==> src/sv/baf_pkg.sv <==
// Shared types, constants and saturation helpers of the altitude filter.
// No dependencies; used by all modules of the block.
`timescale 1ns / 1ps
package baf_pkg;

    localparam int FRAC_BITS_DEF = 16;
    localparam int WFRAC         = 16;
    localparam int WEIGHT_W      = 24;
    localparam int NUM_CFG       = 3;
    localparam int IN_TDATA_W    = 168;
    localparam int IN_TUSER_W    = 4;
    localparam int OUT_TDATA_W   = 96;
    localparam int DSR_W         = 20;
    localparam int STEP_W        = 6;

    localparam logic [WEIGHT_W-1:0] BARO_W_RST  = 24'd32768;
    localparam logic [WEIGHT_W-1:0] ACCEL_W_RST = 24'd1310720;
    localparam logic [WEIGHT_W-1:0] BIAS_W_RST  = 24'd3277;

    localparam logic [1:0] CFG_BARO_W  = 2'd0;
    localparam logic [1:0] CFG_ACCEL_W = 2'd1;
    localparam logic [1:0] CFG_BIAS_W  = 2'd2;

    localparam logic OP_LOAD = 1'b0;
    localparam logic OP_STEP = 1'b1;

    localparam logic [DSR_W-1:0] US_PER_S  = 20'd1000000;
    localparam logic [DSR_W-1:0] DIV_THREE = 20'd3;

    localparam logic signed [35:0] MAX36 = 36'sd2147483647;
    localparam logic signed [35:0] MIN36 = -36'sd2147483648;

    typedef enum logic [2:0] {
        ST_IDLE,
        ST_DT,
        ST_RUN,
        ST_MUL,
        ST_DIV3
    } fsm_state_t;

    typedef enum logic [1:0] {
        MS_IDLE,
        MS_ACC,
        MS_NEG,
        MS_RND
    } mul_state_t;

    typedef struct packed {
        logic start;
        logic wmode;   // 1: data by weight, scale back by WFRAC
    } mul_ctl_t;

    function automatic logic signed [35:0] ext36(input logic signed [31:0] v);
        return {{4{v[31]}}, v};
    endfunction

    function automatic logic signed [31:0] sat36(input logic signed [35:0] v);
        if (v > MAX36)
            return 32'sh7FFFFFFF;
        else if (v < MIN36)
            return 32'sh80000000;
        else
            return v[31:0];
    endfunction

endpackage

==> src/sv/baf_mul.sv <==
// Bit-serial signed multiplier with round-to-nearest scaling and saturation.
// Depends on baf_pkg.
`timescale 1ns / 1ps
module baf_mul
    import baf_pkg::*;
#(
    parameter int FRAC_BITS = FRAC_BITS_DEF
)
(
    input  logic                clk,
    input  logic                rst_n,
    input  mul_ctl_t            ctl,
    input  logic signed [31:0]  a,
    input  logic signed [32:0]  b,
    output logic                done,
    output logic signed [31:0]  result
);

    mul_state_t         state_reg, state_next;
    logic [4:0]         cnt_reg, cnt_next;
    logic [31:0]        ma_reg, ma_next;
    logic [31:0]        mb_reg, mb_next;
    logic [63:0]        p_reg, p_next;
    logic               neg_reg, neg_next;
    logic               wide_reg, wide_next;
    logic signed [64:0] ps_reg, ps_next;
    logic signed [31:0] res_reg, res_next;
    logic               done_reg, done_next;

    logic [32:0]        sum33;
    logic [32:0]        bmag;
    logic [4:0]         shamt;
    logic signed [64:0] rnd;
    logic signed [64:0] sh;

    assign done   = done_reg;
    assign result = res_reg;

    always_ff @(posedge clk or negedge rst_n)
    begin
        if (!rst_n)
        begin
            state_reg <= MS_IDLE;
            done_reg  <= 1'b0;
        end
        else
        begin
            state_reg <= state_next;
            done_reg  <= done_next;
        end
    end

    always_ff @(posedge clk)
    begin
        cnt_reg  <= cnt_next;
        ma_reg   <= ma_next;
        mb_reg   <= mb_next;
        p_reg    <= p_next;
        neg_reg  <= neg_next;
        wide_reg <= wide_next;
        ps_reg   <= ps_next;
        res_reg  <= res_next;
    end

    always_comb
    begin
        state_next = state_reg;
        cnt_next   = cnt_reg;
        ma_next    = ma_reg;
        mb_next    = mb_reg;
        p_next     = p_reg;
        neg_next   = neg_reg;
        wide_next  = wide_reg;
        ps_next    = ps_reg;
        res_next   = res_reg;
        done_next  = 1'b0;
        bmag       = b[32] ? 33'(-b) : b;
        sum33      = {1'b0, p_reg[63:32]} + (mb_reg[0] ? {1'b0, ma_reg} : 33'd0);
        shamt      = wide_reg ? 5'(WFRAC) : 5'(FRAC_BITS);
        rnd        = ps_reg + (65'sd1 <<< (shamt - 5'd1));
        sh         = rnd >>> shamt;
        case (state_reg)
            MS_IDLE:
            begin
                if (ctl.start)
                begin
                    ma_next    = a[31] ? 32'(-a) : a;
                    mb_next    = bmag[31:0];
                    neg_next   = a[31] ^ b[32];
                    wide_next  = ctl.wmode;
                    p_next     = '0;
                    cnt_next   = '0;
                    state_next = MS_ACC;
                end
            end
            MS_ACC:
            begin
                // add the multiplicand under the current multiplier bit, then shift
                p_next   = {sum33, p_reg[31:1]};
                mb_next  = {1'b0, mb_reg[31:1]};
                cnt_next = cnt_reg + 5'd1;
                if (&cnt_reg)
                    state_next = MS_NEG;
            end
            MS_NEG:
            begin
                ps_next    = neg_reg ? -$signed({1'b0, p_reg}) : $signed({1'b0, p_reg});
                state_next = MS_RND;
            end
            MS_RND:
            begin
                if ((&sh[64:31]) || !(|sh[64:31]))
                    res_next = sh[31:0];
                else
                    res_next = sh[64] ? 32'sh80000000 : 32'sh7FFFFFFF;
                done_next  = 1'b1;
                state_next = MS_IDLE;
            end
            default:
            begin
                state_next = MS_IDLE;
            end
        endcase
    end

endmodule

==> src/sv/baf_div.sv <==
// Bit-serial restoring divider for unsigned dividends by a narrow divisor.
// Depends on baf_pkg.
`timescale 1ns / 1ps
module baf_div
    import baf_pkg::*;
#(
    parameter int DVW = 49
)
(
    input  logic             clk,
    input  logic             rst_n,
    input  logic             start,
    input  logic [DVW-1:0]   dividend,
    input  logic [DSR_W-1:0] divisor,
    output logic             done,
    output logic [DVW-1:0]   quotient
);

    localparam int CW = $clog2(DVW);

    logic             busy_reg, busy_next;
    logic             done_reg, done_next;
    logic [CW-1:0]    cnt_reg, cnt_next;
    logic [DSR_W-1:0] rem_reg, rem_next;
    logic [DSR_W-1:0] dsr_reg, dsr_next;
    logic [DVW-1:0]   quo_reg, quo_next;
    logic [DSR_W:0]   trial;
    logic [DSR_W:0]   diff;

    assign done     = done_reg;
    assign quotient = quo_reg;

    always_ff @(posedge clk or negedge rst_n)
    begin
        if (!rst_n)
        begin
            busy_reg <= 1'b0;
            done_reg <= 1'b0;
        end
        else
        begin
            busy_reg <= busy_next;
            done_reg <= done_next;
        end
    end

    always_ff @(posedge clk)
    begin
        cnt_reg <= cnt_next;
        rem_reg <= rem_next;
        dsr_reg <= dsr_next;
        quo_reg <= quo_next;
    end

    always_comb
    begin
        busy_next = busy_reg;
        done_next = 1'b0;
        cnt_next  = cnt_reg;
        rem_next  = rem_reg;
        dsr_next  = dsr_reg;
        quo_next  = quo_reg;
        trial     = {rem_reg, quo_reg[DVW-1]};
        diff      = trial - {1'b0, dsr_reg};
        if (busy_reg)
        begin
            // bring down one dividend bit, subtract when it fits
            if (trial >= {1'b0, dsr_reg})
            begin
                rem_next = diff[DSR_W-1:0];
                quo_next = {quo_reg[DVW-2:0], 1'b1};
            end
            else
            begin
                rem_next = trial[DSR_W-1:0];
                quo_next = {quo_reg[DVW-2:0], 1'b0};
            end
            cnt_next = cnt_reg - CW'(1);
            if (cnt_reg == '0)
            begin
                busy_next = 1'b0;
                done_next = 1'b1;
            end
        end
        else if (start)
        begin
            busy_next = 1'b1;
            cnt_next  = CW'(DVW - 1);
            rem_next  = '0;
            dsr_next  = divisor;
            quo_next  = dividend;
        end
    end

endmodule

==> src/sv/baro_accel_altitude_filter_unit.sv <==
// Load item: taken while idle, no result. Step item with both sensors: 23 passes
// through the bit-serial multiplier, plus two passes through the serial divider
// (dt, div by 3). One item at a time; a finished result waits in the output
// register while the next item is taken. Asynchronous active-low reset clears
// filter state and restores default weights.
`timescale 1ns / 1ps
module baro_accel_altitude_filter_unit
    import baf_pkg::*;
#(
    parameter int FRAC_BITS = FRAC_BITS_DEF
)
(
    input  logic                   clk,
    input  logic                   rst_n,
    input  logic                   cfg_we,
    input  logic [1:0]             cfg_index,
    input  logic [WEIGHT_W-1:0]    cfg_data,
    input  logic                   s_axis_tvalid,
    output logic                   s_axis_tready,
    // row_index[1:0], value_a[33:2], value_b[65:34], value_c[97:66],
    // timestamp_us[129:98], baro_alt[161:130], zero fill
    input  logic [IN_TDATA_W-1:0]  s_axis_tdata,
    // opcode[0], sensors_ready[1], baro_valid[2], acc_valid[3]
    input  logic [IN_TUSER_W-1:0]  s_axis_tuser,
    output logic                   m_axis_tvalid,
    input  logic                   m_axis_tready,
    // altitude_ned[31:0], vertical_speed[63:32], vertical_accel[95:64]
    output logic [OUT_TDATA_W-1:0] m_axis_tdata
);

    localparam int DVW = 33 + FRAC_BITS;
    localparam logic [63:0] G_WIDE = ((64'd980665 << FRAC_BITS) + 64'd50000) / 64'd100000;
    localparam logic signed [31:0] G_FIX = G_WIDE[31:0];

    fsm_state_t          state_reg, state_next;
    logic [STEP_W-1:0]   step_reg, step_next;
    logic signed [31:0]  est_reg [3];
    logic signed [31:0]  est_next [3];
    logic signed [31:0]  bias_reg [3];
    logic signed [31:0]  bias_next [3];
    logic signed [31:0]  rot_reg [3];
    logic signed [31:0]  rot_next [3];
    logic signed [31:0]  acc_reg [3];
    logic signed [31:0]  acc_next [3];
    logic signed [31:0]  berr_reg, berr_next;
    logic signed [31:0]  aerr_reg, aerr_next;
    logic [31:0]         last_reg, last_next;
    logic                tvld_reg, tvld_next;
    logic signed [31:0]  dt_reg, dt_next;
    logic signed [31:0]  x_reg, x_next;
    logic signed [31:0]  n_reg, n_next;
    logic signed [31:0]  cor_reg, cor_next;
    logic signed [31:0]  v2_reg, v2_next;
    logic signed [31:0]  h_reg, h_next;
    logic signed [31:0]  alt_reg, alt_next;
    logic                sr_reg, sr_next;
    logic                bv_reg, bv_next;
    logic                av_reg, av_next;
    logic                dneg_reg, dneg_next;
    logic [WEIGHT_W-1:0] bw_reg, aw_reg, biw_reg;
    logic                mval_reg, mval_next;
    logic [OUT_TDATA_W-1:0] mdat_reg, mdat_next;

    mul_ctl_t            mul_ctl;
    logic signed [31:0]  mul_a;
    logic signed [32:0]  mul_b;
    logic                mul_done;
    logic signed [31:0]  mul_res;
    logic                div_start;
    logic [DVW-1:0]      div_dvd;
    logic [DSR_W-1:0]    div_dsr;
    logic                div_done;
    logic [DVW-1:0]      div_q;

    logic [1:0]          li;
    logic [STEP_W-1:0]   boff;
    logic [1:0]          bi;
    logic [31:0]         el;
    logic [31:0]         xmag;
    logic signed [31:0]  nneg;
    logic signed [32:0]  hsum;
    logic signed [31:0]  est2_fin;
    logic [1:0]          row;
    logic signed [31:0]  in_c;

    assign s_axis_tready = (state_reg == ST_IDLE);
    assign m_axis_tvalid = mval_reg;
    assign m_axis_tdata  = mdat_reg;

    baf_mul #(.FRAC_BITS(FRAC_BITS)) u_mul (
        .clk    (clk),
        .rst_n  (rst_n),
        .ctl    (mul_ctl),
        .a      (mul_a),
        .b      (mul_b),
        .done   (mul_done),
        .result (mul_res)
    );

    baf_div #(.DVW(DVW)) u_div (
        .clk      (clk),
        .rst_n    (rst_n),
        .start    (div_start),
        .dividend (div_dvd),
        .divisor  (div_dsr),
        .done     (div_done),
        .quotient (div_q)
    );

    always_ff @(posedge clk or negedge rst_n)
    begin
        if (!rst_n)
        begin
            state_reg <= ST_IDLE;
            step_reg  <= '0;
            for (int i = 0; i < 3; i++)
            begin
                est_reg[i]  <= '0;
                bias_reg[i] <= '0;
                rot_reg[i]  <= '0;
            end
            berr_reg <= '0;
            aerr_reg <= '0;
            last_reg <= '0;
            tvld_reg <= 1'b0;
            mval_reg <= 1'b0;
            bw_reg   <= BARO_W_RST;
            aw_reg   <= ACCEL_W_RST;
            biw_reg  <= BIAS_W_RST;
        end
        else
        begin
            state_reg <= state_next;
            step_reg  <= step_next;
            est_reg   <= est_next;
            bias_reg  <= bias_next;
            rot_reg   <= rot_next;
            berr_reg  <= berr_next;
            aerr_reg  <= aerr_next;
            last_reg  <= last_next;
            tvld_reg  <= tvld_next;
            mval_reg  <= mval_next;
            if (cfg_we)
            begin
                case (cfg_index)
                    CFG_BARO_W:  bw_reg  <= cfg_data;
                    CFG_ACCEL_W: aw_reg  <= cfg_data;
                    CFG_BIAS_W:  biw_reg <= cfg_data;
                    default:     ;
                endcase
            end
        end
    end

    always_ff @(posedge clk)
    begin
        acc_reg  <= acc_next;
        dt_reg   <= dt_next;
        x_reg    <= x_next;
        n_reg    <= n_next;
        cor_reg  <= cor_next;
        v2_reg   <= v2_next;
        h_reg    <= h_next;
        alt_reg  <= alt_next;
        sr_reg   <= sr_next;
        bv_reg   <= bv_next;
        av_reg   <= av_next;
        dneg_reg <= dneg_next;
        mdat_reg <= mdat_next;
    end

    always_comb
    begin
        state_next = state_reg;
        step_next  = step_reg;
        est_next   = est_reg;
        bias_next  = bias_reg;
        rot_next   = rot_reg;
        acc_next   = acc_reg;
        berr_next  = berr_reg;
        aerr_next  = aerr_reg;
        last_next  = last_reg;
        tvld_next  = tvld_reg;
        dt_next    = dt_reg;
        x_next     = x_reg;
        n_next     = n_reg;
        cor_next   = cor_reg;
        v2_next    = v2_reg;
        h_next     = h_reg;
        alt_next   = alt_reg;
        sr_next    = sr_reg;
        bv_next    = bv_reg;
        av_next    = av_reg;
        dneg_next  = dneg_reg;
        mdat_next  = mdat_reg;
        mval_next  = mval_reg && !m_axis_tready;

        mul_ctl    = '0;
        mul_a      = '0;
        mul_b      = '0;
        div_start  = 1'b0;
        div_dvd    = '0;
        div_dsr    = US_PER_S;

        li       = step_reg[2:1];
        boff     = step_reg - STEP_W'(11);
        bi       = boff[3:2];
        row      = s_axis_tdata[1:0];
        in_c     = s_axis_tdata[97:66];
        el       = s_axis_tdata[129:98] - last_reg;
        xmag     = x_reg[31] ? 32'(-x_reg) : x_reg;
        nneg     = sat36(-ext36(n_reg));
        hsum     = ($signed({x_reg[31], x_reg}) + 33'sd1) >>> 1;
        est2_fin = sat36(ext36(est_reg[2]) + ext36(x_reg));

        case (state_reg)
            ST_IDLE:
            begin
                if (s_axis_tvalid)
                begin
                    if (s_axis_tuser[0] == OP_LOAD)
                    begin
                        if (row != 2'd3)
                            rot_next[row] = in_c;
                    end
                    else
                    begin
                        acc_next[0] = s_axis_tdata[33:2];
                        acc_next[1] = s_axis_tdata[65:34];
                        acc_next[2] = in_c;
                        alt_next    = s_axis_tdata[161:130];
                        sr_next     = s_axis_tuser[1];
                        bv_next     = s_axis_tuser[2];
                        av_next     = s_axis_tuser[3];
                        last_next   = s_axis_tdata[129:98];
                        tvld_next   = 1'b1;
                        step_next   = '0;
                        if (tvld_reg)
                        begin
                            div_start  = 1'b1;
                            div_dvd    = (DVW'(el) << FRAC_BITS) + DVW'(500000);
                            div_dsr    = US_PER_S;
                            state_next = ST_DT;
                        end
                        else
                        begin
                            dt_next    = '0;
                            state_next = s_axis_tuser[1] ? ST_RUN : ST_IDLE;
                        end
                    end
                end
            end
            ST_DT:
            begin
                if (div_done)
                begin
                    dt_next    = (|div_q[DVW-1:31]) ? 32'sh7FFFFFFF : div_q[31:0];
                    state_next = sr_reg ? ST_RUN : ST_IDLE;
                end
            end
            ST_MUL:
            begin
                if (mul_done)
                begin
                    x_next     = mul_res;
                    state_next = ST_RUN;
                end
            end
            ST_DIV3:
            begin
                if (div_done)
                begin
                    x_next     = dneg_reg ? 32'(-div_q[31:0]) : div_q[31:0];
                    state_next = ST_RUN;
                end
            end
            ST_RUN:
            begin
                step_next = step_reg + STEP_W'(1);
                case (step_reg)
                    6'd0:
                    begin
                        if (bv_reg)
                            berr_next = sat36(-ext36(alt_reg) - ext36(est_reg[0]));
                        n_next    = '0;
                        step_next = av_reg ? 6'd1 : 6'd8;
                    end
                    6'd1, 6'd3, 6'd5:
                    begin
                        mul_ctl.start = 1'b1;
                        mul_a = rot_reg[li];
                        mul_b = 33'(sat36(ext36(acc_reg[li]) - ext36(bias_reg[li])));
                        state_next = ST_MUL;
                    end
                    6'd2, 6'd4, 6'd6:
                    begin
                        n_next = sat36(ext36(n_reg) + ext36(x_reg));
                    end
                    6'd7:
                    begin
                        aerr_next = sat36(ext36(nneg) + ext36(G_FIX) - ext36(est_reg[2]));
                    end
                    6'd8, 6'd28:
                    begin
                        mul_ctl = '{start: 1'b1, wmode: 1'b1};
                        mul_a = berr_reg;
                        mul_b = {9'd0, bw_reg};
                        state_next = ST_MUL;
                    end
                    6'd9:
                    begin
                        mul_ctl = '{start: 1'b1, wmode: 1'b1};
                        mul_a = x_reg;
                        mul_b = {9'd0, bw_reg};
                        state_next = ST_MUL;
                    end
                    6'd10:
                    begin
                        cor_next = sat36(-ext36(x_reg));
                    end
                    6'd11, 6'd15, 6'd19:
                    begin
                        mul_ctl.start = 1'b1;
                        mul_a = rot_reg[bi];
                        mul_b = 33'(cor_reg);
                        state_next = ST_MUL;
                    end
                    6'd12, 6'd16, 6'd20:
                    begin
                        mul_ctl = '{start: 1'b1, wmode: 1'b1};
                        mul_a = x_reg;
                        mul_b = {9'd0, biw_reg};
                        state_next = ST_MUL;
                    end
                    6'd13, 6'd17, 6'd21, 6'd29, 6'd34:
                    begin
                        mul_ctl.start = 1'b1;
                        mul_a = x_reg;
                        mul_b = 33'(dt_reg);
                        state_next = ST_MUL;
                    end
                    6'd14, 6'd18, 6'd22:
                    begin
                        bias_next[bi] = sat36(ext36(bias_reg[bi]) + ext36(x_reg));
                    end
                    6'd23:
                    begin
                        // the third bias term flips sign on every ready step
                        bias_next[2] = sat36(-ext36(bias_reg[2]));
                    end
                    6'd24:
                    begin
                        mul_ctl.start = 1'b1;
                        mul_a = est_reg[2];
                        mul_b = 33'(dt_reg);
                        state_next = ST_MUL;
                    end
                    6'd25:
                    begin
                        v2_next = x_reg;
                        mul_ctl.start = 1'b1;
                        mul_a = x_reg;
                        mul_b = 33'(dt_reg);
                        state_next = ST_MUL;
                    end
                    6'd26:
                    begin
                        h_next = hsum[31:0];
                        mul_ctl.start = 1'b1;
                        mul_a = est_reg[1];
                        mul_b = 33'(dt_reg);
                        state_next = ST_MUL;
                    end
                    6'd27:
                    begin
                        est_next[0] = sat36(ext36(est_reg[0]) + ext36(x_reg) + ext36(h_reg));
                        est_next[1] = sat36(ext36(est_reg[1]) + ext36(v2_reg));
                    end
                    6'd30:
                    begin
                        est_next[0] = sat36(ext36(est_reg[0]) + ext36(x_reg));
                        mul_ctl = '{start: 1'b1, wmode: 1'b1};
                        mul_a = x_reg;
                        mul_b = {9'd0, bw_reg};
                        state_next = ST_MUL;
                    end
                    6'd31:
                    begin
                        est_next[1] = sat36(ext36(est_reg[1]) + ext36(x_reg));
                        mul_ctl = '{start: 1'b1, wmode: 1'b1};
                        mul_a = x_reg;
                        mul_b = {9'd0, bw_reg};
                        state_next = ST_MUL;
                    end
                    6'd32:
                    begin
                        // divide by three on the magnitude, rounding to nearest
                        div_start  = 1'b1;
                        div_dvd    = DVW'({1'b0, xmag} + 33'd1);
                        div_dsr    = DIV_THREE;
                        dneg_next  = x_reg[31];
                        state_next = ST_DIV3;
                    end
                    6'd33:
                    begin
                        est_next[2] = est2_fin;
                        mul_ctl = '{start: 1'b1, wmode: 1'b1};
                        mul_a = aerr_reg;
                        mul_b = {9'd0, aw_reg};
                        state_next = ST_MUL;
                    end
                    6'd35:
                    begin
                        // hold until the output register is free
                        if (!mval_reg || m_axis_tready)
                        begin
                            est_next[2] = est2_fin;
                            mdat_next   = {est2_fin, est_reg[1], est_reg[0]};
                            mval_next   = 1'b1;
                            state_next  = ST_IDLE;
                        end
                        else
                        begin
                            step_next = step_reg;
                        end
                    end
                    default:
                    begin
                        state_next = ST_IDLE;
                    end
                endcase
            end
            default:
            begin
                state_next = ST_IDLE;
            end
        endcase
    end

endmodule

==> config.mk <==
export PLATFORM = sky130hd
export DESIGN_NAME = baro_accel_altitude_filter_unit
export DESIGN_NICKNAME = d
export VERILOG_FILES = /design/src/sv/baf_pkg.sv /design/src/sv/baf_mul.sv /design/src/sv/baf_div.sv /design/src/sv/baro_accel_altitude_filter_unit.sv
export SDC_FILE = /design/constraint.sdc
export NUM_CORES = 2
export LEC_CHECK = 0
export BUFFER_PORTS_ARGS = -buffer_cell sky130_fd_sc_hd__clkbuf_2
export CAP_MARGIN = 30
export CORE_MARGIN = 2
export CORE_UTILIZATION = 55
export CTS_CLUSTER_DIAMETER = 60
export DETAILED_ROUTE_END_ITERATION = 8
export PLACE_DENSITY_LB_ADDON = 0.08
export SYNTH_ARGS = -nofsm -noshare
export SYNTH_HDL_FRONTEND = slang
export SYNTH_SLANG_ARGS = --single-unit
==> constraint.sdc <==
create_clock -name clk -period 8.96 [get_ports clk]
set_clock_uncertainty 0.1 [all_clocks]
set_input_delay 0.448 -clock clk [delete_from_list [all_inputs] [get_ports clk]]
set_output_delay 0.448 -clock clk [all_outputs]
set_load 0.02 [all_outputs]
### After elaboration in Yosys (flattened, before gate mapping)

Index checks and enable logic that the tools add are counted.

* bits in writable memories: 0
* bits in read-only memories: 0
* memories kept: 0
* register bits after elaboration: 1218
* bits in latches: 0
* input port bits: 203
* logic and storage cells: 373
* output and inout port bits: 98

* div/mod/pow operators: 0
* shift-type cells: 0
* reductions and logical operators: 65
* muxes and demuxes: 132
* add/subtract/negate cells: 31
* equal/unequal tests: 56
* bitwise gates (word level): 6
* multipliers: 0
* magnitude comparators: 32

Operator list (count)
* two-way mux 32 bit: 55
* case mux 32 bit (2 select lines): 8
* binary-select mux 32 bit (select 2 bit): 5
* two-way mux 49 bit: 5
* > comparator 33 x 32 -> 1 bit (second input constant): 7
* less-than comparator 33 x 32 -> 1 bit (second input constant): 7
* case mux 32 bit (7 select lines): 1
* adder 32 x 32 -> 33 bit: 6
* case mux 33 bit (6 select lines): 1
* bitwise mux 96 bit: 2
* > comparator 36 x 32 -> 1 bit (second input constant): 5
* less-than comparator 36 x 32 -> 1 bit (second input constant): 5
* negation 32 -> 36 bit: 4
* demux 32 bit (select 2 bit): 2
* two-way mux 64 bit: 2
* negation 32 bit: 4
* case mux 64 bit (2 select lines): 1
* case mux 49 bit (2 select lines): 1
* == test 6 x 5 -> 1 bit (second input constant): 16
* two-way mux 20 bit: 4
* two-way mux 33 bit: 2
* adder 65 x 17 -> 65 bit (second input constant): 1
* negation 64 -> 65 bit: 1
* adder 48 x 19 -> 49 bit (second input constant): 1
* 70 further kinds: 176

### Longest topological paths before layout

* word-level depth: 14
* depth in mapped cells: 34
* depth with buffers taken out: 32

### Hierarchy

From an unflattened synthesis, not the netlist that was laid out.

* cell total of the unflattened synthesis: 8363
* area total of the unflattened synthesis: 81404.3 µm²

By module, submodules not included
* baro_accel_altitude_filter_unit: sequential area each 24310.8 µm², cells each 6780, area each 63348.3 µm², times used 1
* baf_mul: sequential area each 6561.3 µm², cells each 1181, area each 12879.9 µm², times used 1
* baf_div: sequential area each 2902.8 µm², cells each 402, area each 5176.2 µm², times used 1

### Least setup slack after synthesis

Ideal clock, no wire load.

* path kind: reg2reg
* start point: reg step_reg[1]
* end point: reg u_mul.mb_reg[20] (data pin)
* setup time: 0.260 ns
* period minus slack after synthesis: 7.913 ns
* buffers on the path: 7
* required time: 8.600 ns
* stages on the path, launching flop included: 26
* arrival time: 7.554 ns
* path slack: 1.047 ns
* path through: dfrtp_1 > buf_1 > clkbuf_1 > clkbuf_1 > buf_1 > buf_1 > buf_1 > mux2i_1 > nor2_1 > a21oi_1 > ha_1 > o211ai_1 > a21oi_1 > o41ai_1 > o211ai_1 > a31oi_1 > o211ai_1 > a31oi_1 > clkbuf_1 > o21ai_0 > a311oi_1 > nor2_1 > nor4b_1 > a41oi_1 > xnor2_1 > mux2_2

* cells in the longest elaborated chain, start to end: 14
* elaborated cells between the ends (all ways): 46

RTL lines
* start: declaration: RTL line baro_accel_altitude_filter_unit.sv:36 `logic [STEP_W-1:0] step_reg, step_next;`
* start signal: assignment: RTL line baro_accel_altitude_filter_unit.sv:134 `step_reg <= step_next;`
* inverter 2 -> 3 bit (implied by the code): RTL line baro_accel_altitude_filter_unit.sv:292 `mul_b = 33'(sat36(ext36(acc_reg[li]) - ext36(bias_reg[li])));`
* binary-select mux 32 bit (select 2 bit): RTL line baro_accel_altitude_filter_unit.sv:292
* two-way mux 32 bit (implied by the code) (2 in series): RTL line baro_accel_altitude_filter_unit.sv:292
* subtractor 32 x 32 -> 33 bit: RTL line baro_accel_altitude_filter_unit.sv:292
* less-than comparator 33 x 32 -> 1 bit: RTL line baf_pkg.sv:60 `else if (v < MIN36)`
* two-way mux 32 bit: RTL line baf_pkg.sv:60
* two-way mux 32 bit: RTL line baf_pkg.sv:58 `if (v > MAX36)`
* case mux 33 bit (6 select lines) (*): RTL line baro_accel_altitude_filter_unit.sv:280 `case (step_reg)`
* two-way mux 33 bit (*): RTL line baro_accel_altitude_filter_unit.sv:216 `case (state_reg)`
* negation 32 bit: RTL line baf_mul.sv:77 `bmag = b[32] ? 33'(-b) : b;`
* two-way mux 32 bit (*): RTL line baf_mul.sv:77
* two-way mux 32 bit (*): RTL line baf_mul.sv:85 `if (ctl.start)`
* case mux 32 bit (2 select lines) (*): RTL line baf_mul.sv:82 `case (state_reg)`
* named net u_mul.mb_next[20]: RTL line baf_mul.sv:22 `logic [31:0] mb_reg, mb_next;`
* end signal: assignment: RTL line baf_mul.sv:57 `mb_reg <= mb_next;`
* end: declaration: RTL line baf_mul.sv:22

Mark *: on every way through the listed nets, which the timed path passes. The rest lies on a longest branch. The select of a mux whose other input is x is not followed.
A chain may end at the register's enable or synchronous reset.

### Worst setup path in the final report

* start point: reg n_reg[3]
* end point: reg aerr_reg[1]

* cells in the longest elaborated chain, start to end: 9
* elaborated cells between the ends (all ways): 11

RTL lines
* start: declaration: RTL line baro_accel_altitude_filter_unit.sv:51 `logic signed [31:0] n_reg, n_next;`
* start signal: assignment: RTL line baro_accel_altitude_filter_unit.sv:160 `n_reg <= n_next;`
* negation 32 -> 36 bit (*): RTL line baro_accel_altitude_filter_unit.sv:212 `nneg = sat36(-ext36(n_reg));`
* less-than comparator 36 x 32 -> 1 bit: RTL line baf_pkg.sv:60
* two-way mux 32 bit: RTL line baf_pkg.sv:60
* two-way mux 32 bit (*): RTL line baf_pkg.sv:58
* adder 32 x 21 -> 33 bit (*): RTL line baro_accel_altitude_filter_unit.sv:301 `aerr_next = sat36(ext36(nneg) + ext36(G_FIX) - ext36(est_reg[2]));`
* subtractor 33 x 32 -> 34 bit (*): RTL line baro_accel_altitude_filter_unit.sv:301
* less-than comparator 34 x 32 -> 1 bit: RTL line baf_pkg.sv:60
* two-way mux 32 bit: RTL line baf_pkg.sv:60
* two-way mux 32 bit (*): RTL line baf_pkg.sv:58
* end signal: assignment: RTL line baro_accel_altitude_filter_unit.sv:139 `aerr_reg <= aerr_next;`
* end: declaration: RTL line baro_accel_altitude_filter_unit.sv:46 `logic signed [31:0] aerr_reg, aerr_next;`

Every way passes the cells marked *; elsewhere a longest branch is shown, timed or not.

==> results.toml <==
[global_routing]
grt_max_degree = 154
grt_usage = 0.3797
grt.overflow.total = 0
antenna_found_initial = 34
grt_pass1_wl_um = 413100
grt_pass1_vias = 63760

[clock_network]
cts_made_buffers = 145
cts_sinks = 1185
cts_root_buffer = "clkbuf_16"
cts_tree = "yes"
cts.reportedPaths.clkPinSlew_ns = 0.06
cts_buffer_depth = 3
clkLatencyLatePin_ns = 0.78
htree_levels = 4

[logic_synthesis]
synth_warnings = 0
async_flop_share = 0.3983
synth_area_um2 = 78490
synth-seq-cells = 1185
ys_seq_area_frac = 0.4234
syn_inst = 8200
syn_area_per_cell_um2 = 9.572
ys.flop_type = "edfxtp_1"
syn_nets = 8897
synth_edf_count = 713
ys_types = 92

[sta]
slew_violations = 0
worstMarginPinSlew_ns = 1.081
setup_viol = 0
hold_viol_final = 0
relSlewSlack = 0.2607
min_period_ns = 8.479
min_period_over_period = 0.9463
tns_ns = 0
rsz0062_at_grt = "no"
clock.fmax_mhz = 117.9

[routing]
first_iter_violations = 8401
drc_errors = 0
dr_total_vias = 68210
avgRoutedWirePerCell_um = 26.61
drt-vias-per-instance = 6.412
drt_first_pass_iters = 8
routed_wl_um = 283100
postRouteAntennaNets = 0

[floorplan]
coreArea_um2 = 141600
die_area_um2 = 145800
io_pins = 301
die-width_um = 381.8
start_util = 0.5544
die_h_um = 381.8
rows = 138

[worst_setup_path]
end_kind = "flop"
crit_required_ns = 9.51
cp_common_cell = "a21oi_1"
arrival_ns = 9.03
cp_max_fo = 31
crit_type = "flop to flop"
cp-start-kind = "flop"
r2r_start = "n_reg[3]"
slowest_delay_ns = 0.61
setup.worst_path.start = "n_reg[3]"
slowest_stage = "or4_1"

[final_layout]
area_growth_pct = 13.82
final_nets = 9314
stdcell_count = 10640
final_common_cell = "nand2_1"
drive_above_1_share = 0.1138
final_cell_mix = "820 x nand2_1, 713 x edfxtp_1, 626 x a21oi_1"

[place]
dp.cells = 10170
place_congestion = 1.021
io_buffers = 294
hpwl_um = 207900

[pwr]
powerDensity_nw_per_um2 = 294.4
ir_drop_uv = 212.7
p_leak_uw = 0.03744

[flow_run]
drv_cap = 0

[min_path]
hold_class = "primary input to async pin"

[run_status]
status = "completed"
-- critical path, delay by kind of cell, from the launching register on --
family / cells / cell delay (ns)
compound gates: 14 / 3.46
buf+inv: 3 / 0.49
simple gates: 10 / 2.91
xor+xnor: 2 / 0.27
fa+ha+maj: 2 / 0.61
flops: 1 / 0.49
-- Yosys cell counts, drive strengths merged, types with 180 or more instances --
cell type,instances,area (um^2)
a21o,224,1682
a21oi,631,3158
clkbuf,338,1269
dfrtp,462,11560
edfxtp,713,21410
ha,481,6018
inv,314,1179
mux2,180,2027
mux2i,182,1822
nand2,820,3078
nand3,219,1096
nor2,558,2095
o21ai,621,3108
xnor2,407,3565
xor2,263,2303
-- repair_timing --
action	4_1_cts	5_1_grt
resized for setup	0	0
endpoints found under the hold margin	380	0
hold buffers	189	0
setup buffers	0	0
-- power by group --
| group | total (uW) | switching, uW | leakage, uW | internal [uW] |
|---|---|---|---|---|
| sequential | 8680 | 1190 | 0.0130 | 7490 |
| clock | 6020 | 2510 | 0.00238 | 3520 |
| combinational | 11600 | 7350 | 0.0221 | 4250 |
-- layer usage --
layer / track usage / vias to the layer above / wire, um
met5: 0 / - / 238
met1: 0.5230 / 33110 / 114700
met3: 0.09624 / 643 / 31970
met2: 0.5504 / 3463 / 119200
li1: - / 30960 / -
met4: 0.1995 / 36 / 17090
-- worst paths after layout --
path / to / slack (ns) / depth (start not counted)
hold / removal: last_reg[29] / 0.13 / 2
max in group asynchronous: est_reg[93] / 6.34 / 4
hold reg to reg: berr_reg[17] / 0.39 / 2
min in group clk: acc_reg[10] / 0.25 / 2
setup reg to reg: aerr_reg[1] / 0.48 / 31
setup / recovery: aerr_reg[1] / 0.48 / 31
-- kinds of logic after synthesis --
logic type | Yosys count | share of synthesized area
other cells | 1 | 0.00004777
buf+inv | 702 | 0.03367
xor+xnor | 670 | 0.07476
compound gates | 2378 | 0.1935
simple gates | 2397 | 0.1442
mux | 362 | 0.04903
flops | 1185 | 0.4234
fa+ha+maj | 505 | 0.08139
-- area by class of cell --
type | count | area [um^2]
clock inverters | 89 | 914.6
multi-input cells | 6313 | 42840
flip-flops and latches | 1185 | 33240
well taps | 1890 | 2365
inverters | 315 | 1182
repair buffers | 657 | 4822
fillers | 11910 | 52240
clock buffers | 179 | 3954
diodes | 10 | 25.02
-- stage by stage --
| stage | util | hold WS (ns) | worst slack, ns | instance area (um^2) | total power (uW) |
|---|---|---|---|---|---|
| 6_report | 0.6310 | 0.1290 | 0.4807 | 89350 | 26310 |
| 5_1_grt | 0.6309 | 0.1617 | 0.05412 | 89330 | 27620 |
| 4_1_cts | 0.6302 | 0.1416 | 0.2040 | 89220 | 26020 |
| 3_5_place_dp | 0.5824 | 0.3772 | 0.2598 | 82460 | 19920 |
| 3_3_place_gp | 0.5816 | 0.3700 | 0.2202 | 82350 | 19690 |
| 2_1_floorplan | - | 0.05241 | 1.047 | 78490 | 16120 |
No activity file was read; power rests on OpenSTA's default activity.
